### src/sv/tsvg_pkg.sv
// shared types, constants and microcode program of the tilemap strip vertex generator
package tsvg_pkg;

  localparam int MAX_MAP_WIDTH_DEF = 1024;
  localparam int MAX_ROWS_DEF      = 1024;
  localparam int FRACTION_BITS_DEF = 16;

  localparam int ID_W       = 12;
  localparam int MW_W       = 11;
  localparam int SZ_W       = 9;
  localparam int TA_W       = 13;
  localparam int POS_W      = 19;
  localparam int TEX_W      = 29;
  localparam int IDX_W      = 12;
  localparam int CFG_DATA_W = 13;
  localparam int CFG_IDX_W  = 2;
  localparam int STEP_W     = 5;
  localparam int SZ_MAX     = 256;
  localparam int TA_MAX     = 4096;
  localparam int CFG_RESET  = 16;

  localparam logic [CFG_IDX_W-1:0] REG_MAP_WIDTH    = 2'd0;
  localparam logic [CFG_IDX_W-1:0] REG_TILE_SIZE    = 2'd1;
  localparam logic [CFG_IDX_W-1:0] REG_TILES_ACROSS = 2'd2;

  typedef enum logic [3:0] {
    OP_WAIT_IN,
    OP_DIV_RCP,
    OP_WAIT_RCP,
    OP_DIV_QR,
    OP_WAIT_QR,
    OP_MUL_S,
    OP_MUL_T,
    OP_MUL_X,
    OP_MUL_Y,
    OP_EMIT,
    OP_UPDATE
  } op_e;

  typedef enum logic [1:0] {
    SK_NEVER,
    SK_FIRST,
    SK_LAST_COL
  } skip_e;

  typedef enum logic [1:0] {
    LS_NEVER,
    LS_LAST_COL,
    LS_ALWAYS
  } last_e;

  typedef struct packed {
    op_e        op;
    logic       kind;
    logic       right;
    logic       bottom;
    logic [1:0] idx_off;
    skip_e      skip;
    last_e      last;
    logic       wrap;
  } ucw_t;

  typedef struct packed {
    op_e        op;
    logic       kind;
    logic       right;
    logic       bottom;
    logic [1:0] idx_off;
    last_e      last;
    logic       fire;
    logic       emit;
  } ctl_t;

  typedef struct packed {
    logic first;
    logic last_col;
    logic div_busy;
    logic out_free;
  } stat_t;

  localparam logic [STEP_W-1:0] STEP_LAST = 5'd19;

  function automatic ucw_t mk(input op_e op, input logic kind, input logic right,
                              input logic bottom, input logic [1:0] off,
                              input skip_e sk, input last_e ls, input logic wrap);
    ucw_t w;
    w.op      = op;
    w.kind    = kind;
    w.right   = right;
    w.bottom  = bottom;
    w.idx_off = off;
    w.skip    = sk;
    w.last    = ls;
    w.wrap    = wrap;
    return w;
  endfunction

  function automatic ucw_t ucode(input logic [STEP_W-1:0] step);
    ucw_t w;
    unique case (step)
      5'd0:    w = mk(OP_WAIT_IN,  1'b0, 1'b0, 1'b0, 2'd0, SK_NEVER,    LS_NEVER,    1'b0);
      5'd1:    w = mk(OP_DIV_RCP,  1'b0, 1'b0, 1'b0, 2'd0, SK_NEVER,    LS_NEVER,    1'b0);
      5'd2:    w = mk(OP_WAIT_RCP, 1'b0, 1'b0, 1'b0, 2'd0, SK_NEVER,    LS_NEVER,    1'b0);
      5'd3:    w = mk(OP_DIV_QR,   1'b0, 1'b0, 1'b0, 2'd0, SK_NEVER,    LS_NEVER,    1'b0);
      5'd4:    w = mk(OP_WAIT_QR,  1'b0, 1'b0, 1'b0, 2'd0, SK_NEVER,    LS_NEVER,    1'b0);
      5'd5:    w = mk(OP_MUL_S,    1'b0, 1'b0, 1'b0, 2'd0, SK_NEVER,    LS_NEVER,    1'b0);
      5'd6:    w = mk(OP_MUL_T,    1'b0, 1'b0, 1'b0, 2'd0, SK_NEVER,    LS_NEVER,    1'b0);
      5'd7:    w = mk(OP_MUL_X,    1'b0, 1'b0, 1'b0, 2'd0, SK_NEVER,    LS_NEVER,    1'b0);
      5'd8:    w = mk(OP_MUL_Y,    1'b0, 1'b0, 1'b0, 2'd0, SK_NEVER,    LS_NEVER,    1'b0);
      5'd9:    w = mk(OP_EMIT,     1'b0, 1'b0, 1'b0, 2'd0, SK_NEVER,    LS_NEVER,    1'b0);
      5'd10:   w = mk(OP_EMIT,     1'b0, 1'b1, 1'b0, 2'd0, SK_NEVER,    LS_NEVER,    1'b0);
      5'd11:   w = mk(OP_EMIT,     1'b0, 1'b0, 1'b1, 2'd0, SK_NEVER,    LS_NEVER,    1'b0);
      5'd12:   w = mk(OP_EMIT,     1'b0, 1'b1, 1'b1, 2'd0, SK_NEVER,    LS_NEVER,    1'b0);
      5'd13:   w = mk(OP_EMIT,     1'b1, 1'b0, 1'b0, 2'd0, SK_NEVER,    LS_NEVER,    1'b0);
      5'd14:   w = mk(OP_EMIT,     1'b1, 1'b0, 1'b0, 2'd0, SK_FIRST,    LS_NEVER,    1'b0);
      5'd15:   w = mk(OP_EMIT,     1'b1, 1'b0, 1'b0, 2'd1, SK_NEVER,    LS_NEVER,    1'b0);
      5'd16:   w = mk(OP_EMIT,     1'b1, 1'b0, 1'b0, 2'd2, SK_NEVER,    LS_NEVER,    1'b0);
      5'd17:   w = mk(OP_EMIT,     1'b1, 1'b0, 1'b0, 2'd3, SK_NEVER,    LS_LAST_COL, 1'b0);
      5'd18:   w = mk(OP_EMIT,     1'b1, 1'b0, 1'b0, 2'd3, SK_LAST_COL, LS_ALWAYS,   1'b0);
      default: w = mk(OP_UPDATE,   1'b0, 1'b0, 1'b0, 2'd0, SK_NEVER,    LS_NEVER,    1'b1);
    endcase
    return w;
  endfunction

endpackage

### src/sv/tsvg_div.sv
// restoring divider, one quotient bit per cycle
module tsvg_div #(
  parameter int NUM_W = 17,
  parameter int DEN_W = 13
) (
  input  logic             clk_i,
  input  logic             rst_ni,
  input  logic             start_i,
  input  logic [NUM_W-1:0] num_i,
  input  logic [DEN_W-1:0] den_i,
  output logic             busy_o,
  output logic [NUM_W-1:0] quo_o,
  output logic [DEN_W-1:0] rem_o
);

  localparam int CNT_W = $clog2(NUM_W + 1);

  logic             busy_q, busy_d;
  logic [CNT_W-1:0] cnt_q, cnt_d;
  logic [NUM_W-1:0] quo_q, quo_d;
  logic [DEN_W-1:0] rem_q, rem_d;
  logic [DEN_W-1:0] den_q, den_d;
  logic [DEN_W:0]   shifted;
  logic [DEN_W:0]   diff;
  logic             ge;

  always_comb begin
    shifted = {rem_q, quo_q[NUM_W-1]};
    ge      = shifted >= {1'b0, den_q};
    diff    = shifted - {1'b0, den_q};
  end

  always_comb begin
    busy_d = busy_q;
    cnt_d  = cnt_q;
    quo_d  = quo_q;
    rem_d  = rem_q;
    den_d  = den_q;
    if (start_i) begin
      busy_d = 1'b1;
      cnt_d  = CNT_W'(NUM_W);
      quo_d  = num_i;
      rem_d  = '0;
      den_d  = den_i;
    end else if (busy_q) begin
      rem_d = ge ? diff[DEN_W-1:0] : shifted[DEN_W-1:0];
      quo_d = {quo_q[NUM_W-2:0], ge};
      cnt_d = cnt_q - 1'b1;
      if (cnt_q == CNT_W'(1)) begin
        busy_d = 1'b0;
      end
    end
  end

  always_ff @(posedge clk_i or negedge rst_ni) begin
    if (!rst_ni) begin
      busy_q <= 1'b0;
      cnt_q  <= '0;
    end else begin
      busy_q <= busy_d;
      cnt_q  <= cnt_d;
    end
  end

  always_ff @(posedge clk_i) begin
    quo_q <= quo_d;
    rem_q <= rem_d;
    den_q <= den_d;
  end

  assign busy_o = busy_q;
  assign quo_o  = quo_q;
  assign rem_o  = rem_q;

`ifndef NO_ASSERTIONS
  a_no_restart: assert property (@(posedge clk_i) disable iff (!rst_ni)
    start_i |-> !busy_q)
    else $error("divider started while busy");
`endif

endmodule

### src/sv/tsvg_seq.sv
// microcode sequencer: step counter, program table decode, wait conditions and skipped emit steps
module tsvg_seq (
  input  logic            clk_i,
  input  logic            rst_ni,
  input  logic            in_valid_i,
  output logic            in_ready_o,
  input  tsvg_pkg::stat_t stat_i,
  output tsvg_pkg::ctl_t  ctl_o
);
  import tsvg_pkg::*;

  logic [STEP_W-1:0] step_q, step_d;
  ucw_t              cw;
  logic              skip;
  logic              go;

  always_comb begin
    cw = ucode(step_q);
    unique case (cw.skip)
      SK_NEVER:    skip = 1'b0;
      SK_FIRST:    skip = stat_i.first;
      SK_LAST_COL: skip = stat_i.last_col;
      default:     skip = 1'b0;
    endcase
    unique case (cw.op)
      OP_WAIT_IN:              go = in_valid_i;
      OP_WAIT_RCP, OP_WAIT_QR: go = !stat_i.div_busy;
      OP_EMIT:                 go = skip || stat_i.out_free;
      default:                 go = 1'b1;
    endcase
  end

  always_comb begin
    step_d = step_q;
    if (go) begin
      step_d = cw.wrap ? '0 : step_q + 1'b1;
    end
  end

  always_ff @(posedge clk_i or negedge rst_ni) begin
    if (!rst_ni) begin
      step_q <= '0;
    end else begin
      step_q <= step_d;
    end
  end

  always_comb begin
    ctl_o.op      = cw.op;
    ctl_o.kind    = cw.kind;
    ctl_o.right   = cw.right;
    ctl_o.bottom  = cw.bottom;
    ctl_o.idx_off = cw.idx_off;
    ctl_o.last    = cw.last;
    ctl_o.fire    = go;
    ctl_o.emit    = go && (cw.op == OP_EMIT) && !skip;
  end

  assign in_ready_o = (cw.op == OP_WAIT_IN);

`ifndef NO_ASSERTIONS
  a_step_range: assert property (@(posedge clk_i) disable iff (!rst_ni)
    step_q <= STEP_LAST)
    else $error("step counter left the program");
`endif

endmodule

### src/sv/tsvg_dp.sv
// datapath: clamps, shared multiplier, divider, tile counters and output word register
module tsvg_dp #(
  parameter int MAX_MAP_WIDTH = tsvg_pkg::MAX_MAP_WIDTH_DEF,
  parameter int MAX_ROWS      = tsvg_pkg::MAX_ROWS_DEF,
  parameter int FRACTION_BITS = tsvg_pkg::FRACTION_BITS_DEF
) (
  input  logic                       clk_i,
  input  logic                       rst_ni,
  input  logic [tsvg_pkg::ID_W-1:0]  tile_id_i,
  input  logic [tsvg_pkg::MW_W-1:0]  map_width_i,
  input  logic [tsvg_pkg::SZ_W-1:0]  tile_size_i,
  input  logic [tsvg_pkg::TA_W-1:0]  tiles_across_i,
  input  tsvg_pkg::ctl_t             ctl_i,
  output tsvg_pkg::stat_t            stat_o,
  output logic                       out_valid_o,
  input  logic                       out_ready_i,
  output logic                       kind_o,
  output logic [tsvg_pkg::POS_W-1:0] pos_x_o,
  output logic [tsvg_pkg::POS_W-1:0] pos_y_o,
  output logic [tsvg_pkg::TEX_W-1:0] tex_s_o,
  output logic [tsvg_pkg::TEX_W-1:0] tex_t_o,
  output logic [tsvg_pkg::IDX_W-1:0] strip_index_o,
  output logic                       tile_last_o,
  output logic                       row_end_o
);
  import tsvg_pkg::*;

  localparam int RCP_W = FRACTION_BITS + 1;
  localparam int NUM_W = (RCP_W > ID_W) ? RCP_W : ID_W;
  localparam int B_W   = ID_W;
  localparam int P_W   = RCP_W + B_W;
  localparam int EXT_W = (P_W > TEX_W) ? P_W : TEX_W;
  localparam int COL_W = (MAX_MAP_WIDTH > 1) ? $clog2(MAX_MAP_WIDTH) : 1;
  localparam int ROW_W = (MAX_ROWS > 1) ? $clog2(MAX_ROWS) : 1;
  localparam int CMP_W = 14;

  logic [CMP_W-1:0] w_c;
  logic [SZ_W-1:0]  sz_c;
  logic [TA_W-1:0]  ta_c;

  logic [ID_W-1:0]  id_q;
  logic [RCP_W-1:0] recip_q;
  logic [ID_W-1:0]  quo_q;
  logic [ID_W-1:0]  rem_q;
  logic [TEX_W-1:0] s_q, t_q;
  logic [POS_W-1:0] x_q, y_q;
  logic [COL_W-1:0] col_q, col_d;
  logic [ROW_W-1:0] row_q, row_d;

  logic [RCP_W-1:0] mul_a;
  logic [B_W-1:0]   mul_b;
  logic [P_W-1:0]   prod;
  logic [EXT_W-1:0] prod_ext;

  logic             div_start;
  logic [NUM_W-1:0] div_num;
  logic             div_busy;
  logic [NUM_W-1:0] div_quo;
  logic [TA_W-1:0]  div_rem;

  logic             first;
  logic             last_col;

  logic             out_valid_q, out_valid_d;
  logic             kind_q, kind_d;
  logic [POS_W-1:0] pos_x_q, pos_x_d;
  logic [POS_W-1:0] pos_y_q, pos_y_d;
  logic [TEX_W-1:0] tex_s_q, tex_s_d;
  logic [TEX_W-1:0] tex_t_q, tex_t_d;
  logic [IDX_W-1:0] idx_q, idx_d;
  logic             tile_last_q, tile_last_d;
  logic             row_end_q, row_end_d;

  // register clamps
  always_comb begin
    if (map_width_i == '0) begin
      w_c = CMP_W'(1);
    end else if (CMP_W'(map_width_i) > CMP_W'(MAX_MAP_WIDTH)) begin
      w_c = CMP_W'(MAX_MAP_WIDTH);
    end else begin
      w_c = CMP_W'(map_width_i);
    end
    sz_c = (tile_size_i > SZ_W'(SZ_MAX)) ? SZ_W'(SZ_MAX) : tile_size_i;
    if (tiles_across_i == '0) begin
      ta_c = TA_W'(1);
    end else if (tiles_across_i > TA_W'(TA_MAX)) begin
      ta_c = TA_W'(TA_MAX);
    end else begin
      ta_c = tiles_across_i;
    end
  end

  assign first    = (col_q == '0);
  assign last_col = (CMP_W'(col_q) + CMP_W'(1)) >= w_c;

  // divider
  assign div_start = ctl_i.fire && ((ctl_i.op == OP_DIV_RCP) || (ctl_i.op == OP_DIV_QR));
  assign div_num   = (ctl_i.op == OP_DIV_RCP) ? (NUM_W'(1) << FRACTION_BITS) : NUM_W'(id_q);

  tsvg_div #(
    .NUM_W (NUM_W),
    .DEN_W (TA_W)
  ) u_div (
    .clk_i   (clk_i),
    .rst_ni  (rst_ni),
    .start_i (div_start),
    .num_i   (div_num),
    .den_i   (ta_c),
    .busy_o  (div_busy),
    .quo_o   (div_quo),
    .rem_o   (div_rem)
  );

  // shared multiplier
  always_comb begin
    unique case (ctl_i.op)
      OP_MUL_S: begin
        mul_a = recip_q;
        mul_b = rem_q;
      end
      OP_MUL_T: begin
        mul_a = recip_q;
        mul_b = quo_q;
      end
      OP_MUL_X: begin
        mul_a = RCP_W'(sz_c);
        mul_b = B_W'(col_q);
      end
      OP_MUL_Y: begin
        mul_a = RCP_W'(sz_c);
        mul_b = B_W'(row_q);
      end
      default: begin
        mul_a = '0;
        mul_b = '0;
      end
    endcase
    prod     = P_W'(mul_a) * P_W'(mul_b);
    prod_ext = EXT_W'(prod);
  end

  always_ff @(posedge clk_i) begin
    if (ctl_i.fire) begin
      unique case (ctl_i.op)
        OP_WAIT_IN:  id_q <= tile_id_i;
        OP_WAIT_RCP: recip_q <= div_quo[RCP_W-1:0];
        OP_WAIT_QR: begin
          quo_q <= div_quo[ID_W-1:0];
          rem_q <= div_rem[ID_W-1:0];
        end
        OP_MUL_S:    s_q <= prod_ext[TEX_W-1:0];
        OP_MUL_T:    t_q <= prod_ext[TEX_W-1:0];
        OP_MUL_X:    x_q <= prod_ext[POS_W-1:0];
        OP_MUL_Y:    y_q <= prod_ext[POS_W-1:0];
        default:     ;
      endcase
    end
  end

  // column and row tracking
  always_comb begin
    col_d = col_q;
    row_d = row_q;
    if (ctl_i.fire && (ctl_i.op == OP_UPDATE)) begin
      if (last_col) begin
        col_d = '0;
        row_d = (row_q == ROW_W'(MAX_ROWS - 1)) ? '0 : row_q + 1'b1;
      end else begin
        col_d = col_q + 1'b1;
      end
    end
  end

  always_ff @(posedge clk_i or negedge rst_ni) begin
    if (!rst_ni) begin
      col_q <= '0;
      row_q <= '0;
    end else begin
      col_q <= col_d;
      row_q <= row_d;
    end
  end

  // output word
  always_comb begin
    kind_d  = ctl_i.kind;
    pos_x_d = '0;
    pos_y_d = '0;
    tex_s_d = '0;
    tex_t_d = '0;
    idx_d   = '0;
    if (ctl_i.kind) begin
      idx_d = IDX_W'({col_q, 2'b00}) + IDX_W'(ctl_i.idx_off);
    end else begin
      pos_x_d = x_q + (ctl_i.right ? POS_W'(sz_c) : '0);
      pos_y_d = y_q + (ctl_i.bottom ? POS_W'(sz_c) : '0);
      tex_s_d = s_q + (ctl_i.right ? TEX_W'(recip_q) : '0);
      tex_t_d = t_q + (ctl_i.bottom ? TEX_W'(recip_q) : '0);
    end
    unique case (ctl_i.last)
      LS_ALWAYS:   tile_last_d = 1'b1;
      LS_LAST_COL: tile_last_d = last_col;
      default:     tile_last_d = 1'b0;
    endcase
    row_end_d = last_col;
    if (ctl_i.emit) begin
      out_valid_d = 1'b1;
    end else if (out_ready_i) begin
      out_valid_d = 1'b0;
    end else begin
      out_valid_d = out_valid_q;
    end
  end

  always_ff @(posedge clk_i or negedge rst_ni) begin
    if (!rst_ni) begin
      out_valid_q <= 1'b0;
    end else begin
      out_valid_q <= out_valid_d;
    end
  end

  always_ff @(posedge clk_i) begin
    if (ctl_i.emit) begin
      kind_q      <= kind_d;
      pos_x_q     <= pos_x_d;
      pos_y_q     <= pos_y_d;
      tex_s_q     <= tex_s_d;
      tex_t_q     <= tex_t_d;
      idx_q       <= idx_d;
      tile_last_q <= tile_last_d;
      row_end_q   <= row_end_d;
    end
  end

  always_comb begin
    stat_o.first    = first;
    stat_o.last_col = last_col;
    stat_o.div_busy = div_busy;
    stat_o.out_free = !out_valid_q || out_ready_i;
  end

  assign out_valid_o   = out_valid_q;
  assign kind_o        = kind_q;
  assign pos_x_o       = pos_x_q;
  assign pos_y_o       = pos_y_q;
  assign tex_s_o       = tex_s_q;
  assign tex_t_o       = tex_t_q;
  assign strip_index_o = idx_q;
  assign tile_last_o   = tile_last_q;
  assign row_end_o     = row_end_q;

`ifndef NO_ASSERTIONS
  a_row_range: assert property (@(posedge clk_i) disable iff (!rst_ni)
    row_q < MAX_ROWS)
    else $error("row counter past wrap point");
  a_rem_below_div: assert property (@(posedge clk_i) disable iff (!rst_ni)
    (ctl_i.fire && (ctl_i.op == OP_WAIT_QR)) |=> (TA_W'(rem_q) < ta_c))
    else $error("sheet column not below tiles across");
  a_last_on_index: assert property (@(posedge clk_i) disable iff (!rst_ni)
    (out_valid_q && tile_last_q) |-> kind_q)
    else $error("tile end flagged on a vertex word");
`endif

endmodule

### src/sv/tilemap_strip_vertex_generator.sv
// top level of the tilemap strip vertex generator: config registers, sequencer and datapath
//
// channel  dir  handshake                  payload
// cfg      in   cfg_valid_i / cfg_ready_o  cfg_index_i, cfg_data_i
// in       in   in_valid_i / in_ready_o    tile_id_i
// out      out  out_valid_o / out_ready_i  kind_o, pos_x_o, pos_y_o, tex_s_o, tex_t_o,
//                                          strip_index_o, tile_last_o, row_end_o
//
// the divider works on NUM_W = max(FRACTION_BITS + 1, 12) bits
// each tile makes two passes through the shared one-bit-per-cycle divider: reciprocal, then quotient and remainder
// ten output steps follow; a skipped index step passes without emitting a word or waiting on the output
// a stalled output word holds the sequencer on its emit step
// reset sets all config registers to 16, column and row to zero
module tilemap_strip_vertex_generator #(
  parameter int MAX_MAP_WIDTH = tsvg_pkg::MAX_MAP_WIDTH_DEF,
  parameter int MAX_ROWS      = tsvg_pkg::MAX_ROWS_DEF,
  parameter int FRACTION_BITS = tsvg_pkg::FRACTION_BITS_DEF
) (
  input  logic                            clk_i,
  input  logic                            rst_ni,
  input  logic                            cfg_valid_i,
  output logic                            cfg_ready_o,
  input  logic [tsvg_pkg::CFG_IDX_W-1:0]  cfg_index_i,
  input  logic [tsvg_pkg::CFG_DATA_W-1:0] cfg_data_i,
  input  logic                            in_valid_i,
  output logic                            in_ready_o,
  input  logic [tsvg_pkg::ID_W-1:0]       tile_id_i,
  output logic                            out_valid_o,
  input  logic                            out_ready_i,
  output logic                            kind_o,
  output logic [tsvg_pkg::POS_W-1:0]      pos_x_o,
  output logic [tsvg_pkg::POS_W-1:0]      pos_y_o,
  output logic [tsvg_pkg::TEX_W-1:0]      tex_s_o,
  output logic [tsvg_pkg::TEX_W-1:0]      tex_t_o,
  output logic [tsvg_pkg::IDX_W-1:0]      strip_index_o,
  output logic                            tile_last_o,
  output logic                            row_end_o
);
  import tsvg_pkg::*;

  logic [MW_W-1:0] map_width_q, map_width_d;
  logic [SZ_W-1:0] tile_size_q, tile_size_d;
  logic [TA_W-1:0] tiles_across_q, tiles_across_d;
  logic            cfg_we;
  ctl_t            ctl;
  stat_t           stat;

  assign cfg_ready_o = 1'b1;
  assign cfg_we      = cfg_valid_i && cfg_ready_o;

  always_comb begin
    map_width_d    = map_width_q;
    tile_size_d    = tile_size_q;
    tiles_across_d = tiles_across_q;
    if (cfg_we) begin
      unique case (cfg_index_i)
        REG_MAP_WIDTH:    map_width_d    = cfg_data_i[MW_W-1:0];
        REG_TILE_SIZE:    tile_size_d    = cfg_data_i[SZ_W-1:0];
        REG_TILES_ACROSS: tiles_across_d = cfg_data_i[TA_W-1:0];
        default:          ;
      endcase
    end
  end

  always_ff @(posedge clk_i or negedge rst_ni) begin
    if (!rst_ni) begin
      map_width_q    <= MW_W'(CFG_RESET);
      tile_size_q    <= SZ_W'(CFG_RESET);
      tiles_across_q <= TA_W'(CFG_RESET);
    end else begin
      map_width_q    <= map_width_d;
      tile_size_q    <= tile_size_d;
      tiles_across_q <= tiles_across_d;
    end
  end

  tsvg_seq u_seq (
    .clk_i      (clk_i),
    .rst_ni     (rst_ni),
    .in_valid_i (in_valid_i),
    .in_ready_o (in_ready_o),
    .stat_i     (stat),
    .ctl_o      (ctl)
  );

  tsvg_dp #(
    .MAX_MAP_WIDTH (MAX_MAP_WIDTH),
    .MAX_ROWS      (MAX_ROWS),
    .FRACTION_BITS (FRACTION_BITS)
  ) u_dp (
    .clk_i          (clk_i),
    .rst_ni         (rst_ni),
    .tile_id_i      (tile_id_i),
    .map_width_i    (map_width_q),
    .tile_size_i    (tile_size_q),
    .tiles_across_i (tiles_across_q),
    .ctl_i          (ctl),
    .stat_o         (stat),
    .out_valid_o    (out_valid_o),
    .out_ready_i    (out_ready_i),
    .kind_o         (kind_o),
    .pos_x_o        (pos_x_o),
    .pos_y_o        (pos_y_o),
    .tex_s_o        (tex_s_o),
    .tex_t_o        (tex_t_o),
    .strip_index_o  (strip_index_o),
    .tile_last_o    (tile_last_o),
    .row_end_o      (row_end_o)
  );

endmodule

### config.mk
export PLATFORM = sky130hd
export DESIGN_NAME = tilemap_strip_vertex_generator
export DESIGN_NICKNAME = d
export VERILOG_FILES = /design/src/sv/tsvg_pkg.sv /design/src/sv/tsvg_div.sv /design/src/sv/tsvg_seq.sv /design/src/sv/tsvg_dp.sv /design/src/sv/tilemap_strip_vertex_generator.sv
export SDC_FILE = /design/constraint.sdc
export NUM_CORES = 1
export LEC_CHECK = 0
export ABC_AREA = 1
export BUFFER_PORTS_ARGS = -buffer_cell sky130_fd_sc_hd__clkbuf_2
export CAP_MARGIN = 20
export CORE_UTILIZATION = 55
export DETAILED_ROUTE_END_ITERATION = 7
export PLACE_DENSITY_LB_ADDON = 0.3
export SYNTH_ARGS = -nofsm -noshare
export SYNTH_HDL_FRONTEND = slang
export SYNTH_SLANG_ARGS = --single-unit
### constraint.sdc
create_clock -name clk_i -period 18 [get_ports clk_i]
set_input_delay 3.6 -clock clk_i [delete_from_list [all_inputs] [get_ports clk_i]]
set_output_delay 3.6 -clock clk_i [all_outputs]
set_load 0.005 [all_outputs]
; ---- After elaboration in Yosys (flattened, before gate mapping)
; Memories as Yosys holds them, arrays and structs flattened.
; Cells that the tools add are included.
[word_totals]
romBits = 448
n_memories = 1
ff_bits = 368
[mem_list]
columns = memory, words, word_bits, read_ports, rd_ports_with_merged_regs, write_ports, line_no
row1 = (name not given), 32, 14, 1, 0, 0, tsvg_pkg.sv:100  ; unique case (step)
[classes]
add_sub_neg = 11
muxes = 27
eq_ne = 18
reduce_logical = 32
n_mul = 1
n_lt_le_gt_ge = 5
[op_table]
columns = cell, count
row1 = 2-to-1 mux 17 bit, 5
row2 = adder 29 bit, 2
row3 = one-hot mux 12 bit (4 select lines), 1
row4 = adder 19 bit, 2
row5 = one-hot mux 17 bit (2 select lines), 1
row6 = multiplier 17 x 12 -> 29 bit, 1
row7 = 2-to-1 mux 9 bit, 3
row8 = 2-to-1 mux 13 bit, 2
row9 = 2-to-1 mux 11 bit, 2
row10 = AND reduction 2 bit, 11
row11 = "adder 10 x 1 -> 10 bit, second input constant", 2
row12 = 2-to-1 mux 10 bit, 2
row13 = "== test 4 x 3 -> 1 bit, second input constant", 4
row14 = 2-to-1 mux 5 bit, 3
row15 = >= comparator 14 x 11 -> 1 bit, 1
row16 = >= comparator 14 x 13 -> 1 bit, 1
row17 = "> comparator 13 bit, second input constant", 1
row18 = logical NOT 13 bit, 1
row19 = subtractor 13 bit, 1
row20 = adder 12 x 2 -> 12 bit, 1
row21 = "== test 4 bit, second input constant", 3
row22 = "adder 10 x 1 -> 11 bit, second input constant", 1
row23 = "> comparator 11 bit, second input constant", 1
row24 = logical NOT 11 bit, 1
row25 = 20 further kinds, 41

; ---- Depth between registers and ports, before layout
; Gate-level depths: netlist (run 1).
[depth]
depth_word = 10
mapped_depth = 38

; ---- Cells and area by module
; Synthesis (run 1) repeated with hierarchy kept, for this count alone.
[unflattened]
hier_cells = 3530
area_unflattened_um2 = 28109.5
[by_module_without_submodules]
columns = mod, instances, area_each_um2, cells_each
row1 = tsvg_dp, 1, 22974.5, 2883
row2 = tsvg_div, 1, 2990.4, 384
row3 = tilemap_strip_vertex_generator, 1, 1423.9, 151
row4 = tsvg_seq, 1, 720.7, 112

; ---- Worst setup path after synthesis (run 1)
; No wires, ideal clock.
[synth_timing]
path_kind = input to register
start = input out_ready_i
end = register u_dp.kind_q (netlist: u_dp.kind_o), enable pin
n_path_buf = 0
arrival_time_ns = 5.963
path_stages = 4
path_slack_ns = 11.572
cell_sequence = nor2_1 nand3_1 nand4_1 inv_1
[synth_lines]
columns = item, line_no
row1 = "start, declared", tilemap_strip_vertex_generator.sv:29  ; input logic out_ready_i,
row2 = "end signal, assigned", tsvg_dp.sv:225  ; kind_q <= kind_d;
row3 = "end, declared", tsvg_dp.sv:65  ; logic kind_q, kind_d;

; ---- Worst setup path after layout (run 1)
[layout_timing]
start = register u_seq.step_q[0]
end = register u_dp.y_q[14], data pin
[layout_via]
elab_chain_len = 5
elab_cells_between_ends = 10
[layout_rtl]
columns = item, line_no
row1 = "start, declared", tsvg_seq.sv:12  ; logic [STEP_W-1:0] step_q, step_d;
row2 = "start signal, assigned", tsvg_seq.sv:44  ; step_q <= step_d;
row3 = memory read (32 x 14 bit) *, --
row4 = == test 4 x 3 -> 1 bit / == test 4 bit (equally long branches), tsvg_dp.sv:116  ; unique case (ctl_i.op)
row5 = OR reduction 2 bit (no source line), --
row6 = one-hot mux 17 bit (2 select lines), tsvg_dp.sv:116
row7 = multiplier 17 x 12 -> 29 bit *, tsvg_dp.sv:138  ; prod = P_W'(mul_a) * P_W'(mul_b);
row8 = net u_dp.prod[14], tsvg_dp.sv:52  ; logic [P_W-1:0] prod;
row9 = "end signal, assigned", tsvg_dp.sv:154  ; OP_MUL_Y: y_q <= prod_ext[POS_W-1:0];
row10 = "end, declared", tsvg_dp.sv:46  ; logic [POS_W-1:0] x_q, y_q;
; The timed path passes the listed nets; every way through them passes the cells marked *.
; A chain may end at the register's enable or synchronous reset.

==> flow_summary.ini, run 1 <==
[run_status]
run_status = finished clean

[drt]
dr.pass1.iters = 8
dr_total_vias = 21090
drc = 0
antenna_left = 0
post_drt_wl_per_cell_um = 18.57
wl_mm = 70.40
drt-vias-per-instance = 5.562
drtIter0Drc = 1738

[global_route]
met1_usage = 0.3980
grt_antenna_before_repair = 0
grt_remaining_overflow = 0
grt_max_degree = 75
met2_usage = 0.5035
track_usage = 0.2992
grt_use_met3 = 0.03562
grt_first_pass_wirelength_mm = 109.9
grt_pass1_vias = 20640
grt_busiest_layer = met2

[logic_synthesis]
synth_xor_area_frac = 0.01490
yosys.area_share.simple = 0.2131
synth_top_family_by_area = simple AND/OR/NAND/NOR gates
async_flop_share = 0.1766
synth_fp_nets = 3354
synthCells = 3011
synthMuxAreaShare = 0
synth_fa_ha_area_frac = 0.1958
post_synth_num_cell_types = 53
ys_ff_latch = 368
synth-edff-count = 290
netlist_area_mm2 = 0.02587
ys_warn_count = 0
syn_avg_cell_area_um2 = 8.592
synth-compound-area-share = 0.07956
ys_seq_area_frac = 0.4097
synthFlopType = edfxtp_1

[place]
dp_hpwl_mm = 55.80
placed_cells = 3721
globalplace.congestion = 0.9465
dpl_cell_area_mm2 = 0.02716
io_buffers = 144
pre_cts_slack_ps = 9858

[worst_setup_path]
cpPeakStageDelay_ps = 750
end_kind = register
slowest_stage = a21oi_2
cp_max_fo = 41
cp.arrival_ps = 8530
cp.buffers_inverters = 7
path_class = register to register
rrSetupSlack_ps = 9760
startpoint_type = register
cp_data_required_time_ps = 18290
cpLargestDelayFamily = adder cells

[floorplan]
die_w_um = 218.9
design.core.area_mm2 = 0.04646
io_pins = 146
die_area_mm2 = 0.04791
start_util = 0.5569
std_cell_rows = 79
die_h_um = 218.9

[cts]
clock-root-buffer = clkbuf_16
cts_sinks = 368
ctsHoldBuffers = 0
cts_buffers = 40
clock_latency_ps = 570
cts_setup_buffers = 0
path_clk_slew_ps = 60
cts_resized = 0
cts_tree = done
htreeDepth = 2
clockBufferDepth = 3

[run]
drv_cap = 0

[timing]
worst_slack_ps = 9755
tns_ps = 0
hold_violations = 0
finalCriticalPeriod_ps = 8245
fin_crit_sh = 0.4580
finalSetupViolations = 0
final_max_slew_viol_count = 0
slew_headroom = 0.2803
fin_skew_ps = 23.48
rsz0062_at_grt = no
worst_slew_pin_slew_ps = 1077
fmax_mhz = 121.3

[final_layout]
areaGrowthSynthToFinish_pct = 10.18
drive_gt1_frac = 0.09014
final_cell_mix = nand2_1, inv_1, nor2_1
n_fill_cell = 4071
final_cell_area_mm2 = 0.02850
layoutNonFillerInstCount = 3791
antennaDiodeCount = 0
fin_nets = 3499
final_common_cell = nand2_1

[power_and_ir_drop]
combPwrFrac = 0.430
p_per_area_mw_per_mm2 = 143.1
p_total_mw = 4.077
ir_worst_vdd_uv = 149.9
p_int_mw = 2.340
p_clk_frac = 0.207
swShare = 0.4261
p_leak_nw = 13.79
seq_power_share = 0.363
p_switching_mw = 1.737

[hold_path]
hp-class = register to register
## metal layers
layer / part of all wire / up-vias
li1: - / 9998
met1: 0.43 / 10160
met2: 0.48 / 778
met3: 0.060 / 147
met4: 0.034 / 0
met5: 0 / -
## through the flow
stage,util,hold WS [ps]
6_report,0.6135,455.9
3_3_place_gp,0.5846,430.8
2_1_floorplan,-,426.4
4_1_cts,0.6135,453.1
5_1_grt,0.6135,470.0
3_5_place_dp,0.5846,436.8
## sequential cells by signal (all words and copies together) (netlist names), 17 cells and up
register,flops
u_dp.tex_s_o,29
u_dp.recip_q,17
u_dp.y_q,19
u_dp.u_div.quo_o,17
u_dp.t_q,29
u_dp.s_q,29
u_dp.pos_x_o,19
u_dp.pos_y_o,19
u_dp.tex_t_o,29
u_dp.x_q,19
## cells in the mapped netlist, types with 4 or more instances
master      n  share of area
buf_4       6         0.0017
a21o_1      6         0.0017
o21ai_0   131          0.025
edfxtp_1  290           0.34
o21ai_1     5        0.00097
buf_6       7         0.0030
nand2_1   703           0.10
dfxtp_1    13          0.010
nor3_1     36         0.0070
o21a_1     18         0.0052
nor2_2     10         0.0024
nor2_4      5         0.0022
o22ai_1    14         0.0034
xnor2_1    11         0.0037
nand2_2     7         0.0017
ha_1      156          0.075
dfrtp_1    62          0.060
a21oi_1   164          0.032
nor2_1    369          0.054
nand3b_1    7         0.0020
xor2_1     33          0.011
o21bai_1   13         0.0038
o21ai_2     5         0.0017
inv_1     494          0.072
clkbuf_1   26         0.0038
inv_2      29         0.0042
nand3_1   139          0.027
nor4_1     11         0.0027
nand4_1    37         0.0089
fa_1      155           0.12
nor3b_1     4         0.0012
buf_2       6         0.0012
## area by class of cell
class,instances,area (um2),area share
clock buffer,46,1076,0.03775
timing repair buffer,151,773.2,0.02713
tap,607,759.5,0.02664
sequential,368,10600,0.3718
inverter,527,1986,0.06966
clock inverter,24,267.8,0.009394
multi-input combinational,2068,13040,0.4576
## worst paths after layout
kind | start | to | depth (start not counted)
worst min register to register | u_dp.u_div.quo_o[12]$_SDFFCE_PP0P_ | u_dp.recip_q[12]$_DFFE_PP_ | 0
worst min-delay path | u_dp.u_div.quo_o[12]$_SDFFCE_PP0P_ | u_dp.recip_q[12]$_DFFE_PP_ | 0
worst max-delay path | u_seq.step_q[0]$_DFFE_PN0N_ | u_dp.y_q[14]$_DFFE_PP_ | 28
min in group asynchronous | rst_ni | tiles_across_q[8]$_DFFE_PN0P_ | 2
worst max register to register | u_seq.step_q[0]$_DFFE_PN0N_ | u_dp.y_q[14]$_DFFE_PP_ | 28
max in group asynchronous | rst_ni | u_dp.u_div.cnt_q[0]$_DFFE_PN0P_ | 2
## power by group through the flow
stage	clock, mW	sequential, mW	combinational (mW)
final	0.844	1.48	1.75
after global routing	0.881	1.50	1.97
after CTS	0.854	1.48	1.74
after detailed placement	0	1.49	1.73
after global placement	0	1.48	1.70
after floorplan	0	1.44	1.20
## kinds of logic (layout without fill, tap and decap cells)
group	after synthesis	after routing
buffers and inverters	575	748
other	1	1
XOR/XNOR	44	44
AO/OA/AOI/OAI	374	374
flip-flops	368	368
adder cells (fa/ha/maj)	312	312
AND/OR/NAND/NOR	1337	1337
(Power assumes the default switching activity.)
==> run 2: changes to the inputs <==
==> constraint.sdc (replaced) <==
create_clock -name clk_i -period 7.45 [get_ports clk_i]
set_input_delay 1.49 -clock clk_i [delete_from_list [all_inputs] [get_ports clk_i]]
set_output_delay 1.49 -clock clk_i [all_outputs]
set_load 0.005 [all_outputs]
==> run 2 against run 1 <==
Effect of this change: final cell count rose by 0.61%; sequential power rose by 140%; setup slack got worse by 9400 ps; clock power rose by 140%; cell area rose by 0.63%; via count rose by 0.13%; combinational power rose by 150%; power rose by 140%; critical path depth fell by 1; critical path type unchanged; highest routed layer unchanged.
==> flow_summary.ini, run 2 (same netlist as run 1, synthesis figures left out) <==
[run_status]
run_status = finished clean

[drt]
drc = 0
wl_mm = 70.84
drt-vias-per-instance = 5.536
antenna_left = 0
post_drt_wl_per_cell_um = 18.57
dr_total_vias = 21110
dr.pass1.iters = 6
drtIter0Drc = 1723

[final_layout]
final_cell_mix = nand2_1, inv_1, nor2_1
drive_gt1_frac = 0.09698
final_cell_area_mm2 = 0.02868
final_common_cell = nand2_1
antennaDiodeCount = 0
fin_nets = 3519
n_fill_cell = 3985
areaGrowthSynthToFinish_pct = 10.87

[floorplan]
die_h_um = 218.9
die_area_mm2 = 0.04791
io_pins = 146
die_w_um = 218.9
design.core.area_mm2 = 0.04646
start_util = 0.5569
std_cell_rows = 79

[cts]
cts_tree = done
htreeDepth = 2
clockBufferDepth = 3
cts_sinks = 368
clock_latency_ps = 570
clock-root-buffer = clkbuf_16
path_clk_slew_ps = 60
cts_buffers = 41

[place]
dpl_cell_area_mm2 = 0.02729
globalplace.congestion = 0.9571
dp_hpwl_mm = 56.38
io_buffers = 144

[worst_setup_path]
cpLargestDelayFamily = adder cells
cp.buffers_inverters = 6
startpoint_type = register
end_kind = register
cp_data_required_time_ps = 7780
cp_max_fo = 17
cp.arrival_ps = 7410
path_class = register to register
slowest_stage = fa_1
cpPeakStageDelay_ps = 560

[timing]
worst_slew_pin_slew_ps = 983.1
fin_crit_sh = 0.9498
rsz0062_at_grt = yes
hold_violations = 0
finalSetupViolations = 0
fmax_mhz = 141.3
fin_skew_ps = 22.78
slew_headroom = 0.3430
finalCriticalPeriod_ps = 7076
final_max_slew_viol_count = 0

[global_route]
grt_antenna_before_repair = 0
grt_max_degree = 72
track_usage = 0.3044
grt_pass1_vias = 21090
grt_busiest_layer = met2
grt_first_pass_wirelength_mm = 111.6
grt_use_met3 = 0.05572
grt_remaining_overflow = 0
met1_usage = 0.3996
met2_usage = 0.4981

[hold_path]
hp-class = register to register

[power_and_ir_drop]
p_total_mw = 9.889
ir_worst_vdd_uv = 299.7
p_leak_nw = 13.87
p_per_area_mw_per_mm2 = 344.8

[run]
drv_cap = 0
[run 2: changes by cell type in the layout (fill, tap and decap cells not counted), sizes merged]
cell      previous run  this run
clkinv              18        12
clkbuf             190       201
buf                  7        26
bufinv               5         3
clkinvlp             1         2
[run 2: worst register-to-register path, delay by kind of cell, from the launching register on]
kind	cells	cell delay, ps
AO/OA/AOI/OAI	2	380
XOR/XNOR	1	360
adder cells (fa/ha/maj)	7	3170
buffers and inverters	6	650
flip-flops	1	440
AND/OR/NAND/NOR	11	1850
[run 2: metrics by stage]
stage                       util  std cells  TNS (ps)  setup WS, ps  hold slack, ps
after global placement    0.5874       3738     -1019        -149.8           434.1
final                     0.6174       3814         0         374.2           456.5
after CTS                 0.6163       3812         0         28.75           458.9
after floorplan                -       3011         0          1179           426.4
after detailed placement  0.5874       3738     -1588        -196.4           445.8
after global routing      0.6174       3814   -0.2771       -0.2771           473.1
[run 2: power breakdown]
part           internal (mW)  leakage, nW  switching (mW)  total (mW)
Clock                   1.17        0.638           0.810        1.99
Sequential              3.18         3.64           0.391        3.57
Combinational           1.32         9.59            3.01        4.34
[run 2: timing repair]
item                       in CTS  in global routing
hold buffers                    0                  0
resized for setup               4                  8
setup buffers                   0                  2
pin swaps                       0                  1
setup endpoints to repair      12                 32
gates cloned                    0                  0
[run 2: path summary, 6_finish.rpt]
path,start,to,slack [ps],cells after the start
min in group asynchronous,rst_ni,tiles_across_q[0]$_DFFE_PN0P_,1110,2
max in group asynchronous,rst_ni,u_dp.row_q[3]$_DFFE_PN0P_,5770,2
hold / removal,u_dp.u_div.quo_o[15]$_SDFFCE_PP0P_,u_dp.recip_q[15]$_DFFE_PP_,460,0
setup reg to reg,u_seq.step_q[0]$_DFFE_PN0N_,u_dp.y_q[18]$_DFFE_PP_,370,27
hold reg to reg,u_dp.u_div.quo_o[15]$_SDFFCE_PP0P_,u_dp.recip_q[15]$_DFFE_PP_,460,0
setup / recovery,u_seq.step_q[0]$_DFFE_PN0N_,u_dp.y_q[18]$_DFFE_PP_,370,27
[run 2: metal layers]
| metal | routed length [um] | up-vias |
|---|---|---|
| met3 | 5585 | 166 |
| met2 | 32840 | 892 |
| met4 | 2808 | 0 |
| li1 | - | 10020 |
| met5 | 0 | - |
| met1 | 29600 | 10040 |
[run 2: area by class of cell]
type | count | area, um2 | share of cell area
clock buffer | 57 | 1137 | 0.03965
clock inverter | 17 | 182.7 | 0.006369
inverter | 527 | 1986 | 0.06923
multi-input combinational | 2068 | 13100 | 0.4567
sequential | 368 | 10600 | 0.3695
tap | 607 | 759.5 | 0.02648
timing repair buffer | 170 | 919.6 | 0.03206
